### config.mk
export PLATFORM = sky130hd
export DESIGN_NAME = xcc_cell
export DESIGN_NICKNAME = d
export VERILOG_FILES = /design/src/design/xtea_ctr_crypt_defines.svh /design/src/design/xcc_pkg.sv /design/src/design/xcc_cell.sv
export SDC_FILE = /design/constraint.sdc
export NUM_CORES = 1
export LEC_CHECK = 0
export BUFFER_PORTS_ARGS = -buffer_cell sky130_fd_sc_hd__buf_2
export CORE_ASPECT_RATIO = 0.6
export CORE_MARGIN = 2
export CORE_UTILIZATION = 55
export DETAILED_ROUTE_END_ITERATION = 10
export HOLD_SLACK_MARGIN = 0.1
export PLACE_DENSITY = 0.93
export SLEW_MARGIN = 20
export SYNTH_ARGS = -nofsm -noshare
export SYNTH_HDL_FRONTEND = slang
export SYNTH_SLANG_ARGS = --single-unit
### constraint.sdc
create_clock -name clock -period 9.6 [get_ports clock]
set_clock_uncertainty 0.1 [all_clocks]
set_input_delay 1.92 -clock clock [delete_from_list [all_inputs] [get_ports clock]]
set_output_delay 1.92 -clock clock [all_outputs]
set_load 0.01 [all_outputs]
### src/design/xtea_ctr_crypt_defines.svh
// Assertion macros for the XTEA counter-mode block.
// Used by the top level; no other dependencies.
`ifndef XTEA_CTR_CRYPT_DEFINES_SVH
`define XTEA_CTR_CRYPT_DEFINES_SVH

`ifndef SYNTHESIS
// Check a condition in the cycle after a trigger.
`define XCC_ASSERT_NEXT(lbl, clk, rst, ante, cons) \
   lbl: assert property (@(posedge clk) disable iff (rst) (ante) |=> (cons)) \
      else $error("assertion failed: next-cycle check");
// Check a condition in the same cycle as a trigger.
`define XCC_ASSERT_NOW(lbl, clk, rst, ante, cons) \
   lbl: assert property (@(posedge clk) disable iff (rst) (ante) |-> (cons)) \
      else $error("assertion failed: same-cycle check");
`else
`define XCC_ASSERT_NEXT(lbl, clk, rst, ante, cons)
`define XCC_ASSERT_NOW(lbl, clk, rst, ante, cons)
`endif

`endif

### src/design/xcc_pkg.sv
// Shared types, constants and stage-constant functions for the XTEA CTR block.
// No dependencies.
package xcc_pkg;

   localparam int ROUNDS      = 32;
   localparam int HALF_STAGES = 2 * ROUNDS;
   localparam int WORD_WIDTH  = 32;
   localparam int DATA_WIDTH  = 64;
   localparam int KEY_WORDS   = 4;
   localparam int CSR_INDEX_WIDTH = 3;

   localparam logic [WORD_WIDTH-1:0] XTEA_DELTA = 32'h9E37_79B9;

   // Register index codes
   localparam logic [CSR_INDEX_WIDTH-1:0] CSR_KEY_WORD_0 = 3'd0;
   localparam logic [CSR_INDEX_WIDTH-1:0] CSR_KEY_WORD_1 = 3'd1;
   localparam logic [CSR_INDEX_WIDTH-1:0] CSR_KEY_WORD_2 = 3'd2;
   localparam logic [CSR_INDEX_WIDTH-1:0] CSR_KEY_WORD_3 = 3'd3;
   localparam logic [CSR_INDEX_WIDTH-1:0] CSR_IV_HIGH    = 3'd4;
   localparam logic [CSR_INDEX_WIDTH-1:0] CSR_IV_LOW     = 3'd5;

   // One pipeline slot: the two cipher halves in flight plus the data to mask
   typedef struct packed {
      logic                  valid;
      logic [DATA_WIDTH-1:0] data;
      logic [WORD_WIDTH-1:0] a;
      logic [WORD_WIDTH-1:0] b;
   } stage_type;

   // Running sum seen by half-round j: even halves use the sum before the
   // delta step, odd halves the sum after it.
   function automatic logic [WORD_WIDTH-1:0] stage_sum(input int j);
      logic [WORD_WIDTH-1:0] steps;
      steps = WORD_WIDTH'((j >> 1) + (j & 1));
      return steps * XTEA_DELTA;
   endfunction

   // Key word index used by half-round j
   function automatic logic [1:0] key_select(input int j);
      logic [WORD_WIDTH-1:0] s;
      s = stage_sum(j);
      return ((j & 1) == 0) ? s[1:0] : s[12:11];
   endfunction

endpackage

### src/design/xcc_cell.sv
// One XTEA half-round cell: updates one half and swaps the pair onwards.
// Depends on xcc_pkg.
module xcc_cell (
   input  logic                               clock,
   input  logic                               reset,
   input  logic                               enable,
   input  logic [xcc_pkg::WORD_WIDTH-1:0]     stage_sum,
   input  logic [xcc_pkg::WORD_WIDTH-1:0]     key_word,
   input  xcc_pkg::stage_type                 stage_in,
   output xcc_pkg::stage_type                 stage_out
);
   import xcc_pkg::*;

   logic                  valid_ff, valid_in;
   logic [DATA_WIDTH-1:0] data_ff;
   logic [WORD_WIDTH-1:0] a_ff, b_ff;
   logic [WORD_WIDTH-1:0] mix_word, round_key, b_in;

   // Mix the other half and add the round key, in parallel
   always_comb begin
      mix_word  = ((stage_in.b << 4) ^ (stage_in.b >> 5)) + stage_in.b;
      round_key = stage_sum + key_word;
      b_in      = stage_in.a + (mix_word ^ round_key);
      valid_in  = stage_in.valid;
   end

   // Clear the valid flag under reset
   always_ff @(posedge clock) begin
      if (reset) begin
         valid_ff <= 1'b0;
      end else if (enable) begin
         valid_ff <= valid_in;
      end
   end

   // Advance the payload; the halves swap so the next cell updates the other one
   always_ff @(posedge clock) begin
      if (enable) begin
         data_ff <= stage_in.data;
         a_ff    <= stage_in.b;
         b_ff    <= b_in;
      end
   end

   assign stage_out = '{valid: valid_ff, data: data_ff, a: a_ff, b: b_ff};

endmodule

==> results.txt <==
The run finished with clean final reports. The delay of the slowest critical-path stage came out at 0.43 ns. Data on the critical path arrives at its endpoint at ~6.5 ns. The maximum buffer depth of the clock tree came out at 2. After clock tree synthesis, the repair step resized 0 gates.

The routed design has around 26000 um of wire. The number of setup buffers added after CTS came out at 0. The critical-path maximum fanout is 5. The clock network latency to the later pin of the worst-skew pair came out at roughly 0.41 ns. Power spread over the standard cell area amounts to about 240 nW/um2. Counting tap cells, the placed design contains a total of 1317 instances. Clock tree synthesis found a total of about 130 sinks. The final cell count without fillers is 1349. The worst setup path category is in -> reg.

The TritonCTS clock tree is built. The number of filler instances in the final layout is 1200. For the pin with the worst max-slew slack, the measured transition is 0.909 ns. The number of H-tree levels is 4. In this run, synthesis produced a sequential element count of 129. The proportion of power drawn by combinational gates came out at 0.466. The Yosys step of the flow raised 0 warnings. The number of input and output port buffers inserted is 324.

After technology mapping, the gate count stands at slightly below 800. The initial DRC count is a little under 800. The clock network fraction of design power is 0.239.

Of the total power, the share spent switching nets is 0.373. In this run the worst setup path terminates at b_ff[29]. The final period demand of the worst path is roughly 6.4 ns. The average cell area after synthesis came out at 11.4 um2. The final max-slew violation count is 0. The number of distinct standard cells referenced by the synthesized netlist is 69. The slowest stage of the critical path belongs to the cell a21boi_0. The count of final hold-check violations came out at 0. STA classifies the critical path startpoint as an input pin. The most common flop cell mapped by yosys is edfxtp_1. The number of buffers added to fix hold violations after cts came out at 0. The net count after synthesis came out at 1082. The share of power burned in registers came out at 0.295. Summed over all layers, the global routing overflow is 0. The overall global routing resource usage came out at 0.286. Tracing the worst setup path back leads to its startpoint at stage_sum[0]. Total power for the finished layout comes to 2.74 mW. The switching power summed over all nets came out at 1.02 mW. The core outline area came out at 16100 um2. The sequential share of the synthesized area is 0.432. The final layout net count is 1422. The headroom to the max-slew limit is 0.394.

The total negative slack for setup checks is 0 ns. Summing over every cut layer, the via total after detailed routing is roughly 7.7k. The cell count of the worst reg-to-reg path came out at 2.

In this run the critical register-to-register path is captured at valid_ff. Timing would allow up to 156 MHz. Relative to the synthesized area, the layout overhead comes to 27.6%. Setup repair after global routing left no endpoint under its margin.

The number of clock buffers inserted by TritonCTS came out at 17. The worst register-to-register path begins at valid_ff. The post-place instance area is around 11000 um2. In this run, synthesis inferred between 100 and 150 flip-flops with an integrated enable. Of the cells placed in the final design, the portion with a size suffix greater than 1 is 0.339. The floorplan step set the die height to 103 um. The routed wirelength normalized by instance count came out at 19.1 um.

The cell-internal power came out at 1.72 mW. The leakage power figure is 5.12 nW. Traced cell by cell, the critical path runs through buf_2 -> ha_1 -> inv_1 -> fa_1 -> nand2b_1 -> a21oi_2 -> a41o_1 -> o21ai_0 -> nand2b_1 -> a21boi_0 -> o21bai_1 -> a21oi_1 -> xnor2_1 -> ha_1 -> and3_1 -> a221o_1 -> a31oi_2 -> o21ai_1 -> o311ai_1 -> a21oi_1 -> o22ai_1 -> xnor2_1. The share of flip-flops with an asynchronous set or reset is 0. The worst hold path belongs to the class reg -> reg. The first-pass detailed-route iteration total came out at 5. With fillers left out, the area of the finished cells amounts to 11400 um2. The library cell used most frequently in the layout, excluding fill and tap cells, is buf_2. The worst vdd rail ir drop is 111 uV. The placed wire-length estimate after detailed placement is around 21000 um. After synthesis the cells add up to 8950 um2.

The initial antenna violation count is 0. The initial utilization of the core area, before any placement, comes to 0.557. The number of primary I/O pins is approximately 330.

For the worst setup path, the data required time is between 9 and 10 ns. The maximum number of pins on one net before global-route repair is approximately 70. The die outline area is approximately 17000 um2.

The number of antenna-violating nets in the routed design came out at 0. The setup slack after layout came out at 3.18 ns. The worst setup slack after placement came out at 2.96 ns. The count of endpoints failing setup in the final report came out at 0. The kind of end point of the critical path is a flop. After detailed routing, the number of vias per cell comes to 5.69.

The clock root buffer is clkbuf_16. In the layout the commonest cells are buf_2 (323), edfxtp_1 (128), xnor2_1 (99). The site row count came out at 36.

The share of the clock period used by the worst path after layout came out at 0.668. In the routed design, unresolved DRC markers number 0. The count of inserted antenna diode cells is 0. The first global-routing pass estimated 37800 um of wire. The tool flagged a number of max-cap violations equal to 0. The die is roughly 170 um wide. The clock slew seen by the registers of the worst setup and hold paths came out at 0.06 ns. The routability-driven placement congestion ratio came out at around 0.9. The worst reg-to-reg setup slack is approximately 8.9 ns.

The via count of the first global-routing pass came to 7035.
metal layers:
metal | track usage | part of all wire
met1 | 0.391 | 0.43
met2 | 0.447 | 0.45
met5 | 0 | 0
met3 | 0.0752 | 0.092
met4 | 0.0981 | 0.024
cell usage after synthesis, drive strengths merged (3+ instances only):
library cell  count  share of area
a2111oi           4         0.0081
or2               3         0.0021
xor2             47          0.046
and3              9         0.0068
nand4             7         0.0049
a21o             37          0.031
o31ai             7         0.0075
nor2b             8         0.0056
nand3            16         0.0089
nand2            39          0.017
and2              6         0.0045
a31o              4         0.0039
inv              22         0.0092
or3               6         0.0042
edfxtp          128           0.43
nor3              8         0.0050
nand2b            9         0.0063
a41oi             3         0.0059
xnor2           100          0.099
nor2             25          0.010
o21bai           15          0.013
o21ai            41          0.024
ha               96           0.13
a31oi            11         0.0084
a221oi            5         0.0070
o211ai            3         0.0025
o21a              8         0.0067
and4              5         0.0052
clkbuf            3         0.0013
a211oi            6         0.0050
a21oi            79          0.045
fa                3         0.0067
state kept, by name, indices dropped and copies added, names as in the netlist:
register and flops:
a_ff 32, b_ff 32, data_ff 64, valid_ff 1
power groups by stage:
stage | clock network (mW) | registers (mW) | logic [mW]
after CTS | 0.664 | 0.810 | 1.26
after global placement | 0 | 0.816 | 1.21
after global routing | 0.688 | 0.817 | 1.38
after detailed placement | 0 | 0.821 | 1.25
after floorplan | 0 | 0.873 | 0.809
final | 0.656 | 0.808 | 1.28
per-stage QoR:
step	hold slack [ns]	utilization
final	0.457	0.711
after global routing	0.508	0.711
after CTS	0.455	0.711
after detailed placement	0.435	0.673
after global placement	0.399	0.673
after floorplan	0.362	-
worst min path at each step:
stage | from | to | slack [ns] | cells past startpoint
after floorplan | valid_ff | valid_ff | 0.36 | 2
after global placement | valid_ff | valid_ff | 0.40 | 2
after detailed placement | valid_ff | valid_ff | 0.43 | 2
after CTS | valid_ff | valid_ff | 0.46 | 2
after global routing | valid_ff | valid_ff | 0.51 | 2
final | valid_ff | valid_ff | 0.46 | 2
cells by family after synthesis:
kind of cell | after synthesis | share of synthesized area
XOR/XNOR | 147 | 0.145
AO/OA/AOI/OAI | 241 | 0.188
AND/OR/NAND/NOR | 144 | 0.0830
adder cells (fa/ha/maj) | 99 | 0.141
buffers and inverters | 26 | 0.0113
multiplexers | 1 | 0.00112
flip-flops | 129 | 0.432
critical path, delay by kind of cell:
family	cells	cell delay, ns
simple gates	3	0.43
buf+inv	2	0.18
xor+xnor	2	0.23
fa+ha+maj	3	0.79
compound gates	12	2.91
cell type report:
| type | count | area (um2) | share of cell area |
|---|---|---|---|
| inverters | 22 | 82.6 | 0.00723 |
| clock inverters | 14 | 171 | 0.0150 |
| well taps | 209 | 262 | 0.0229 |
| clock buffers | 18 | 429 | 0.0376 |
| repair buffers | 325 | 1630 | 0.143 |
| multi-input cells | 632 | 4990 | 0.436 |
| flip-flops and latches | 129 | 3860 | 0.338 |
Note: power is estimated with default switching activity, not from simulation.
