<file path="src/design/xtea_ctr_crypt_defines.svh">
// Assertion macros for the XTEA counter-mode block.
// Used by the top level; no other dependencies.
`ifndef XTEA_CTR_CRYPT_DEFINES_SVH
`define XTEA_CTR_CRYPT_DEFINES_SVH

`ifndef SYNTHESIS
// Check a condition in the cycle after a trigger.
`define XCC_ASSERT_NEXT(lbl, clk, rst, ante, cons) \
   lbl: assert property (@(posedge clk) disable iff (rst) (ante) |=> (cons)) \
      else $error("assertion failed: next-cycle check");
// Check a condition in the same cycle as a trigger.
`define XCC_ASSERT_NOW(lbl, clk, rst, ante, cons) \
   lbl: assert property (@(posedge clk) disable iff (rst) (ante) |-> (cons)) \
      else $error("assertion failed: same-cycle check");
`else
`define XCC_ASSERT_NEXT(lbl, clk, rst, ante, cons)
`define XCC_ASSERT_NOW(lbl, clk, rst, ante, cons)
`endif

`endif

</file>
<file path="src/design/xcc_pkg.sv">
// Shared types, constants and stage-constant functions for the XTEA CTR block.
// No dependencies.
package xcc_pkg;

   localparam int ROUNDS      = 32;
   localparam int HALF_STAGES = 2 * ROUNDS;
   localparam int WORD_WIDTH  = 32;
   localparam int DATA_WIDTH  = 64;
   localparam int KEY_WORDS   = 4;
   localparam int CSR_INDEX_WIDTH = 3;

   localparam logic [WORD_WIDTH-1:0] XTEA_DELTA = 32'h9E37_79B9;

   // Register index codes
   localparam logic [CSR_INDEX_WIDTH-1:0] CSR_KEY_WORD_0 = 3'd0;
   localparam logic [CSR_INDEX_WIDTH-1:0] CSR_KEY_WORD_1 = 3'd1;
   localparam logic [CSR_INDEX_WIDTH-1:0] CSR_KEY_WORD_2 = 3'd2;
   localparam logic [CSR_INDEX_WIDTH-1:0] CSR_KEY_WORD_3 = 3'd3;
   localparam logic [CSR_INDEX_WIDTH-1:0] CSR_IV_HIGH    = 3'd4;
   localparam logic [CSR_INDEX_WIDTH-1:0] CSR_IV_LOW     = 3'd5;

   // One pipeline slot: the two cipher halves in flight plus the data to mask
   typedef struct packed {
      logic                  valid;
      logic [DATA_WIDTH-1:0] data;
      logic [WORD_WIDTH-1:0] a;
      logic [WORD_WIDTH-1:0] b;
   } stage_type;

   // Running sum seen by half-round j: even halves use the sum before the
   // delta step, odd halves the sum after it.
   function automatic logic [WORD_WIDTH-1:0] stage_sum(input int j);
      logic [WORD_WIDTH-1:0] steps;
      steps = WORD_WIDTH'((j >> 1) + (j & 1));
      return steps * XTEA_DELTA;
   endfunction

   // Key word index used by half-round j
   function automatic logic [1:0] key_select(input int j);
      logic [WORD_WIDTH-1:0] s;
      s = stage_sum(j);
      return ((j & 1) == 0) ? s[1:0] : s[12:11];
   endfunction

endpackage

</file>
<file path="src/design/xcc_ingress.sv">
// Configuration registers, block counter and the first pipeline slot.
// Depends on xcc_pkg.
module xcc_ingress (
   input  logic                                       clock,
   input  logic                                       reset,
   input  logic                                       enable,
   input  logic                                       csr_write_enable,
   input  logic [xcc_pkg::CSR_INDEX_WIDTH-1:0]        csr_index,
   input  logic [xcc_pkg::WORD_WIDTH-1:0]             csr_write_data,
   input  logic                                       req_valid,
   input  logic [xcc_pkg::DATA_WIDTH-1:0]             req_data_block,
   input  logic                                       req_new_message,
   output logic [xcc_pkg::KEY_WORDS-1:0][xcc_pkg::WORD_WIDTH-1:0] key_words,
   output xcc_pkg::stage_type                         stage_out
);
   import xcc_pkg::*;

   logic [KEY_WORDS-1:0][WORD_WIDTH-1:0] key_ff;
   logic [WORD_WIDTH-1:0] iv_high_ff, iv_low_ff;
   logic [DATA_WIDTH-1:0] counter_ff, counter_in;
   logic [DATA_WIDTH-1:0] block_ctr;
   logic                  accept;
   logic                  valid_ff;
   logic [DATA_WIDTH-1:0] data_ff, ctr_ff;

   // Decode register writes; indexes past the list are dropped
   always_ff @(posedge clock) begin
      if (reset) begin
         key_ff     <= '0;
         iv_high_ff <= '0;
         iv_low_ff  <= '0;
      end else if (csr_write_enable) begin
         unique case (csr_index)
            CSR_KEY_WORD_0: key_ff[0]  <= csr_write_data;
            CSR_KEY_WORD_1: key_ff[1]  <= csr_write_data;
            CSR_KEY_WORD_2: key_ff[2]  <= csr_write_data;
            CSR_KEY_WORD_3: key_ff[3]  <= csr_write_data;
            CSR_IV_HIGH:    iv_high_ff <= csr_write_data;
            CSR_IV_LOW:     iv_low_ff  <= csr_write_data;
            default: ;
         endcase
      end
   end

   // Pick the counter for this block, reloading from the IV on a new message
   always_comb begin
      accept     = req_valid && enable;
      block_ctr  = req_new_message ? {iv_high_ff, iv_low_ff} : counter_ff;
      counter_in = block_ctr + DATA_WIDTH'(1);
   end

   // Advance the counter once per accepted transaction
   always_ff @(posedge clock) begin
      if (reset) begin
         counter_ff <= '0;
      end else if (accept) begin
         counter_ff <= counter_in;
      end
   end

   always_ff @(posedge clock) begin
      if (reset) begin
         valid_ff <= 1'b0;
      end else if (enable) begin
         valid_ff <= req_valid;
      end
   end

   // Load the payload only on acceptance so it always holds the latest block
   always_ff @(posedge clock) begin
      if (accept) begin
         data_ff <= req_data_block;
         ctr_ff  <= block_ctr;
      end
   end

   assign key_words = key_ff;
   assign stage_out = '{valid: valid_ff, data: data_ff,
                        a: ctr_ff[DATA_WIDTH-1:WORD_WIDTH], b: ctr_ff[WORD_WIDTH-1:0]};

endmodule

</file>
<file path="config.mk">
export PLATFORM = sky130hd
export DESIGN_NAME = xcc_ingress
export DESIGN_NICKNAME = d
export VERILOG_FILES = /design/src/design/xtea_ctr_crypt_defines.svh /design/src/design/xcc_pkg.sv /design/src/design/xcc_ingress.sv
export SDC_FILE = /design/constraint.sdc
export NUM_CORES = 1
export LEC_CHECK = 0
export ABC_AREA = 1
export BUFFER_PORTS_ARGS = -buffer_cell sky130_fd_sc_hd__buf_2
export CORE_AREA = 2 2 232 234
export CTS_BUF_LIST = sky130_fd_sc_hd__clkbuf_4
export DETAILED_ROUTE_END_ITERATION = 10
export DIE_AREA = 0 0 234 236
export GPL_TIMING_DRIVEN = 0
export SLEW_MARGIN = 25
export SYNTH_ARGS = -nofsm -noshare
export SYNTH_HDL_FRONTEND = slang
export SYNTH_SLANG_ARGS = --single-unit
export TNS_END_PERCENT = 1
</file>
<file path="constraint.sdc">
create_clock -name clock -period 7.8 [get_ports clock]
set_input_delay 0.78 -clock clock [delete_from_list [all_inputs] [get_ports clock]]
set_output_delay 0.78 -clock clock [all_outputs]
set_load 0.01 [all_outputs]
</file>
==> flow_metrics.py, run 1 <==
metrics = {
    "status": {
        "run_status": "completed",
    },
    "route": {
        "drc": 0,
        "firstDrtPassIters": 5,
        "ant_nets": 0,
        "vias": 16300,
        "wl_per_cell_um": 19.3,
        "drt-total-wl_um": 66300,
        "via_per_inst": 4.74,
        "drt_iter0_markers": 1130,
    },
    "timing": {
        "slew-limit-headroom_pct": 34.9,
        "rsz0062_at_grt": "no",
        "worstMarginPinSlew_ps": 967,
        "fmax_mhz": 362,
        "setup_slack_ps": 5040,
        "slew_violations": 0,
        "fin_crit_ps": 2760,
        "fin_setup_tns_ps": 0,
        "period_share_pct": 35.4,
        "finClkSkew_ps": 87.2,
        "timing.final.hold_violations": 0,
        "setup-violations-final": 0,
    },
    "power": {
        "ir_worst_vdd_mv": 0.153,
        "p_per_area_nw_per_um2": 217,
        "p_leak_nw": 9.31,
    },
    "final_layout": {
        "fillers": 5540,
        "syn_to_final_growth_pct": 24.6,
        "drive_above_1_share_pct": 21.3,
        "num-nets-final": 2764,
        "postLayoutCoreUtil_pct": 39.1,
        "fin_cells": 3437,
    },
    "global_routing": {
        "grt_use_met3_pct": 6.54,
        "busiest_layer": "met2",
        "antenna_found_initial": 2,
        "grt_pass1_wl_um": 96300,
        "gr-total-overflow": 0,
        "grtUsageMet1_pct": 30.8,
        "grt_usage_pct": 23.6,
        "grt_pass1_vias": 15700,
        "grt_max_degree": 34,
        "met2_usage_pct": 36.6,
    },
    "clock_tree": {
        "hold_buffers": 0,
        "cts_tree": "yes",
        "post_cts_buffers": 0,
        "cts_sinks": 385,
        "cts-root-buf": "clkbuf_4",
        "htreeDepth": 3,
        "cts-resized-gates": 0,
        "numCtsBuffers": 106,
        "clkTransAtPathRegs_ps": 70,
        "clk_latency_ps": 880,
        "clockBufferDepth": 3,
    },
    "critical_path": {
        "cpPeakStageDelay_ps": 620,
        "start_kind": "input pin",
        "path_class": "input pin to register",
        "cp.buffers_inverters": 6,
        "timing.rr.end": "counter_ff[62]$_SDFFE_PP0P_",
        "cp-end-kind": "register",
        "reg2reg_slack_ps": 5390,
        "r2r-start": "iv_low_ff[27]$_SDFFE_PP0P_",
        "slowest_stage": "buf_2",
        "cp_max_fo": 33,
        "critical_path.cell_chain": "buf_2, nand2_1, clkinv_1, clkbuf_1, buf_2, buf_12, buf_12",
        "cp_top_family": "buffers and inverters",
        "cp.arrival_ps": 3280,
        "reg2regPathDepth": 13,
        "worstPathRequired_ps": 8320,
    },
    "synth": {
        "synth_top_family_by_area": "simple AND/OR/NAND/NOR gates",
        "synthCells": 2186,
        "ys_warn_count": 0,
        "synth_ff_type": "dfxtp_1",
        "synth_compound_area_share_pct": 12.4,
        "yosysTopAreaCellShare_pct": 30.8,
        "synth.largest_area_cell": "dfxtp_1",
        "synth_mux_area_share_pct": 0,
        "synthTopCellsByArea": "dfxtp_1 (31%), edfxtp_1 (23%), nand2_1 (11%)",
        "synthSimpleGateAreaFrac_pct": 24.0,
        "yosysMostFrequentCell": "nand2_1",
        "synth_xor_area_share_pct": 1.10,
        "yosys.area_share.adder_pct": 0.0750,
        "async_reset_ff_share_pct": 0,
        "avgSynthCellArea_um2": 7.63,
        "synthDistinctLibCells": 29,
        "syn_area_um2": 16700,
        "syn_nets": 2292,
        "ys_top_cells_by_count": "nand2_1 (501), nor2_1 (420), dfxtp_1 (257), inv_1 (248), o21ai_0 (232)",
        "synth_seq_cells": 385,
        "synth.yosys.seq_area_share_pct": 53.9,
        "synth-edff-count": 128,
    },
    "min_path": {
        "hold_class": "input pin to register",
        "holdPathEnd": "data_ff[54]$_DFFE_PP_",
        "min_from": "req_data_block[54]",
        "whs_path_depth": 1,
    },
    "placed_design": {
        "place.gp.congestion": 0.976,
        "place_inst": 3246,
        "dp_hpwl_um": 51300,
        "dpl_worst_slack_ps": 4170,
        "portBuffers": 360,
    },
    "die": {
        "die_area_um2": 55200,
        "core_area_um2": 53100,
        "initial_core_util_pct": 31.4,
        "die_x_um": 234,
        "fp-row-count": 85,
        "io_pins": 362,
        "die_h_um": 236,
    },
    "job": {
        "cap_violations": 0,
    },
}
-- final cells by class --
| class | count | area (um^2) | share of cell area [%] |
|---|---|---|---|
| well taps | 696 | 871 | 4.19 |
| multi-input cells | 1447 | 6270 | 30.2 |
| inverters | 255 | 957 | 4.61 |
| flip-flops and latches | 385 | 8990 | 43.3 |
| clock buffers | 150 | 1130 | 5.42 |
| diodes | 2 | 5.00 | 0.0241 |
| repair buffers | 364 | 1890 | 9.09 |
| plain buffers | 99 | 467 | 2.25 |
| clock inverters | 39 | 204 | 0.982 |
-- flip-flops by register name, indices dropped and copies added (netlist names) --
| signal | flops |
|---|---|
| key_words | 128 |
| counter_ff | 64 |
| ctr_ff | 64 |
| data_ff | 64 |
| iv_high_ff | 32 |
| iv_low_ff | 32 |
| valid_ff | 1 |
-- how the worst max path moves through the flow --
| stage | start | to | slack (ps) | depth (start not counted) |
|---|---|---|---|---|
| floorplan | enable | counter_ff[7]$_SDFFE_PP0P_ | 2270 | 5 |
| global placement | enable | counter_ff[7]$_SDFFE_PP0P_ | -140 | 6 |
| detailed placement | enable | ctr_ff[55]$_DFFE_PP_ | 4170 | 7 |
| CTS | enable | ctr_ff[29]$_DFFE_PP_ | 5130 | 7 |
| global route | enable | ctr_ff[63]$_DFFE_PP_ | 4950 | 7 |
| finish | enable | ctr_ff[55]$_DFFE_PP_ | 5040 | 7 |
-- cells in the final DEF (no fill, tap or decap), types with 3 or more instances in the layout --
master,instances
nand2_1,501
nor2_1,420
buf_2,367
dfxtp_1,257
inv_1,248
o21ai_0,232
clkbuf_4,150
a21oi_1,147
edfxtp_1,128
clkbuf_1,76
nand3_1,60
clkinv_1,30
o21ai_1,24
xor2_1,20
nor2_2,16
buf_4,9
buf_6,7
clkinv_2,6
o21ai_2,5
nand4_1,5
inv_2,4
nand3_2,4
nor3_1,3
nor2_4,3
buf_12,3
-- power by group --
| part | internal [mW] | leakage, nW | switching, mW |
|---|---|---|---|
| Combinational | 0.147 | 5.20 | 0.346 |
| Sequential | 2.17 | 3.32 | 0.0347 |
| Clock | 0.923 | 0.790 | 0.884 |
-- per-layer routing --
| metal | wire length (um) | part of all wire (%) |
|---|---|---|
| met5 | 0 | 0 |
| met1 | 28800 | 43 |
| met4 | 1940 | 2.9 |
| met2 | 29100 | 44 |
| met3 | 6470 | 9.8 |
-- worst register-to-register path, cell delays in order, from the launching register on --
cell and delay [ps]:
dfxtp_1 340, nand2_1 80, nand2_1 230, nand2_1 150
inv_1 100, nand2_1 140, nor2_1 380, nand2_1 160
nor2_4 260, nand2_1 100, nand2_1 60, nand3_1 110
nand2_1 110, inv_1 40
-- stage by stage --
| stage | hold slack (ps) | instance area (um^2) | total power, mW |
|---|---|---|---|
| floorplan | 424 | 16700 | 2.50 |
| global placement | 431 | 19400 | 2.73 |
| detailed placement | 432 | 19400 | 2.74 |
| CTS | 8.73 | 20800 | 4.58 |
| global route | 36.6 | 20800 | 4.75 |
| finish | 111 | 20800 | 4.51 |
-- logic make-up (layout without fill, tap and decap cells) --
family / Yosys count / count (layout)
buf+inv: 354 / 907
other cells: 0 / 2
xor+xnor: 21 / 21
fa+ha+maj: 1 / 1
simple gates: 1016 / 1016
flops: 385 / 385
compound gates: 409 / 409
No activity file was read; power rests on OpenSTA's default activity.
==> run 2, diff against run 1 <==
Clock period 7.8 ns to 2.6 ns, I/O delays scaled along.
==> flow_metrics.py, run 2 (synthesized netlist as in run 1, its figures left out) <==
metrics = {
    "placed_design": {
        "dp_hpwl_um": 50500,
        "place.gp.congestion": 0.965,
        "dpl_worst_slack_ps": -401,
        "portBuffers": 360,
    },
    "route": {
        "wl_per_cell_um": 19.1,
        "ant_nets": 0,
        "drt-total-wl_um": 67600,
        "firstDrtPassIters": 6,
        "via_per_inst": 4.70,
        "drt_iter0_markers": 1132,
        "vias": 16700,
        "drc": 0,
    },
    "power": {
        "p_per_area_nw_per_um2": 638,
        "p_leak_nw": 9.80,
        "finalPower_mw": 14.0,
        "ir_worst_vdd_mv": 0.379,
    },
    "die": {
        "die_x_um": 234,
        "io_pins": 362,
        "core_area_um2": 53100,
        "die_area_um2": 55200,
        "fp-row-count": 85,
        "initial_core_util_pct": 31.4,
        "die_h_um": 236,
    },
    "global_routing": {
        "grt_pass1_wl_um": 98300,
        "grt_max_degree": 95,
        "grt_pass1_vias": 16300,
        "gr-total-overflow": 0,
        "grt_usage_pct": 23.8,
        "antenna_found_initial": 1,
    },
    "critical_path": {
        "cp-end-kind": "register",
        "start_kind": "input pin",
        "cpPeakStageDelay_ps": 560,
        "cp_max_fo": 10,
        "worstPathRequired_ps": 3350,
        "crit_top_cell": "nand2_1",
        "cp.arrival_ps": 3260,
        "cp_top_family": "simple AND/OR/NAND/NOR gates",
        "slowest_stage": "nor2_2",
        "cp.buffers_inverters": 6,
        "critical_path.cell_chain": "dlygate4sd3_1, buf_2, inv_2, buf_2, nand2_1, nand2_1, ha_1, nand3_2, inv_2, nand3_1, nor2_2, nand2_1, nand2_1, nand3_1, nand2_1, inv_1",
        "path_class": "input pin to register",
    },
    "timing": {
        "period_share_pct": 96.6,
        "fin_setup_tns_ps": 0,
        "finClkSkew_ps": 89.1,
        "whs_ps": 115,
        "slew_violations": 0,
        "fmax_mhz": 398,
        "fin_crit_ps": 2510,
        "worstMarginPinSlew_ps": 1050,
        "rsz0062_at_grt": "no",
        "slew-limit-headroom_pct": 30.0,
        "setup-violations-final": 0,
        "setup_slack_ps": 87.8,
        "timing.final.hold_violations": 0,
    },
    "status": {
        "run_status": "completed",
    },
    "job": {
        "cap_violations": 0,
    },
    "final_layout": {
        "final_common_cell": "nand2_1",
        "num-nets-final": 2868,
        "syn_to_final_growth_pct": 31.2,
        "largest_register_ff_count": 128,
        "final_cell_mix": "nand2_1 (501), nor2_1 (419), buf_2 (366)",
        "drive_above_1_share_pct": 20.9,
    },
    "clock_tree": {
        "cts-root-buf": "clkbuf_4",
        "clkTransAtPathRegs_ps": 80,
        "htreeDepth": 3,
        "numCtsBuffers": 105,
        "clockBufferDepth": 3,
        "post_cts_buffers": 0,
        "cts_sinks": 385,
        "cts_tree": "yes",
        "clk_latency_ps": 890,
    },
    "min_path": {
        "hold_class": "input pin to register",
    },
}
run 2: metrics by stage:
step                utilization, %  cell area, um^2  instances
floorplan                        -            16700       2186
global placement              36.5            19400       3242
detailed placement            36.5            19400       3243
CTS                           41.2            21900       3543
global route                  41.2            21900       3545
finish                        41.2            21900       3545
run 2: layer usage:
metal / part of all wire [%] / global-route usage (%) / vias to the layer above
li1: - / - / 8138
met1: 43 / 30.5 / 7657
met2: 45 / 38.3 / 750
met3: 8.5 / 5.81 / 120
met4: 3.2 / 9.40 / 0
met5: 0 / 0 / -
run 2: worst paths after layout:
check | from | end | slack [ps] | cells after the start
min reg2reg | key_words[106]$_SDFFE_PP0P_ | key_words[106]$_SDFFE_PP0P_ | 450 | 2
min | req_data_block[15] | data_ff[15]$_DFFE_PP_ | 120 | 2
max | req_new_message | counter_ff[34]$_SDFFE_PP0P_ | 90 | 16
max reg2reg | iv_low_ff[0]$_SDFFE_PP0P_ | counter_ff[34]$_SDFFE_PP0P_ | 190 | 12
run 2: layout make-up:
| class | instances | area (um^2) |
|---|---|---|
| Tap cell | 696 | 871 |
| Inverter | 255 | 957 |
| Multi-Input combinational cell | 1447 | 6270 |
| Sequential cell | 385 | 8990 |
| Timing Repair Buffer | 469 | 2910 |
| Clock buffer | 160 | 1200 |
| Fill cell | 5423 | 31200 |
| Clock inverter | 32 | 201 |
| Antenna cell | 2 | 5.00 |
| Buffer | 99 | 477 |
run 2: power breakdown:
| part | internal (mW) | total, mW | leakage, nW | switching (mW) |
|---|---|---|---|---|
| combinational | 0.537 | 1.60 | 5.64 | 1.06 |
| clock | 3.02 | 5.73 | 0.840 | 2.72 |
| sequential | 6.52 | 6.62 | 3.32 | 0.107 |
| total | 10.1 | 14.0 | 9.80 | 3.88 |
run 2: timing repair:
| action | CTS | global route |
|---|---|---|
| resized for setup | 0 | 1 |
| hold endpoints to repair | 258 | 0 |
| hold buffers | 108 | 0 |
| endpoints found under the setup margin | 0 | 1 |
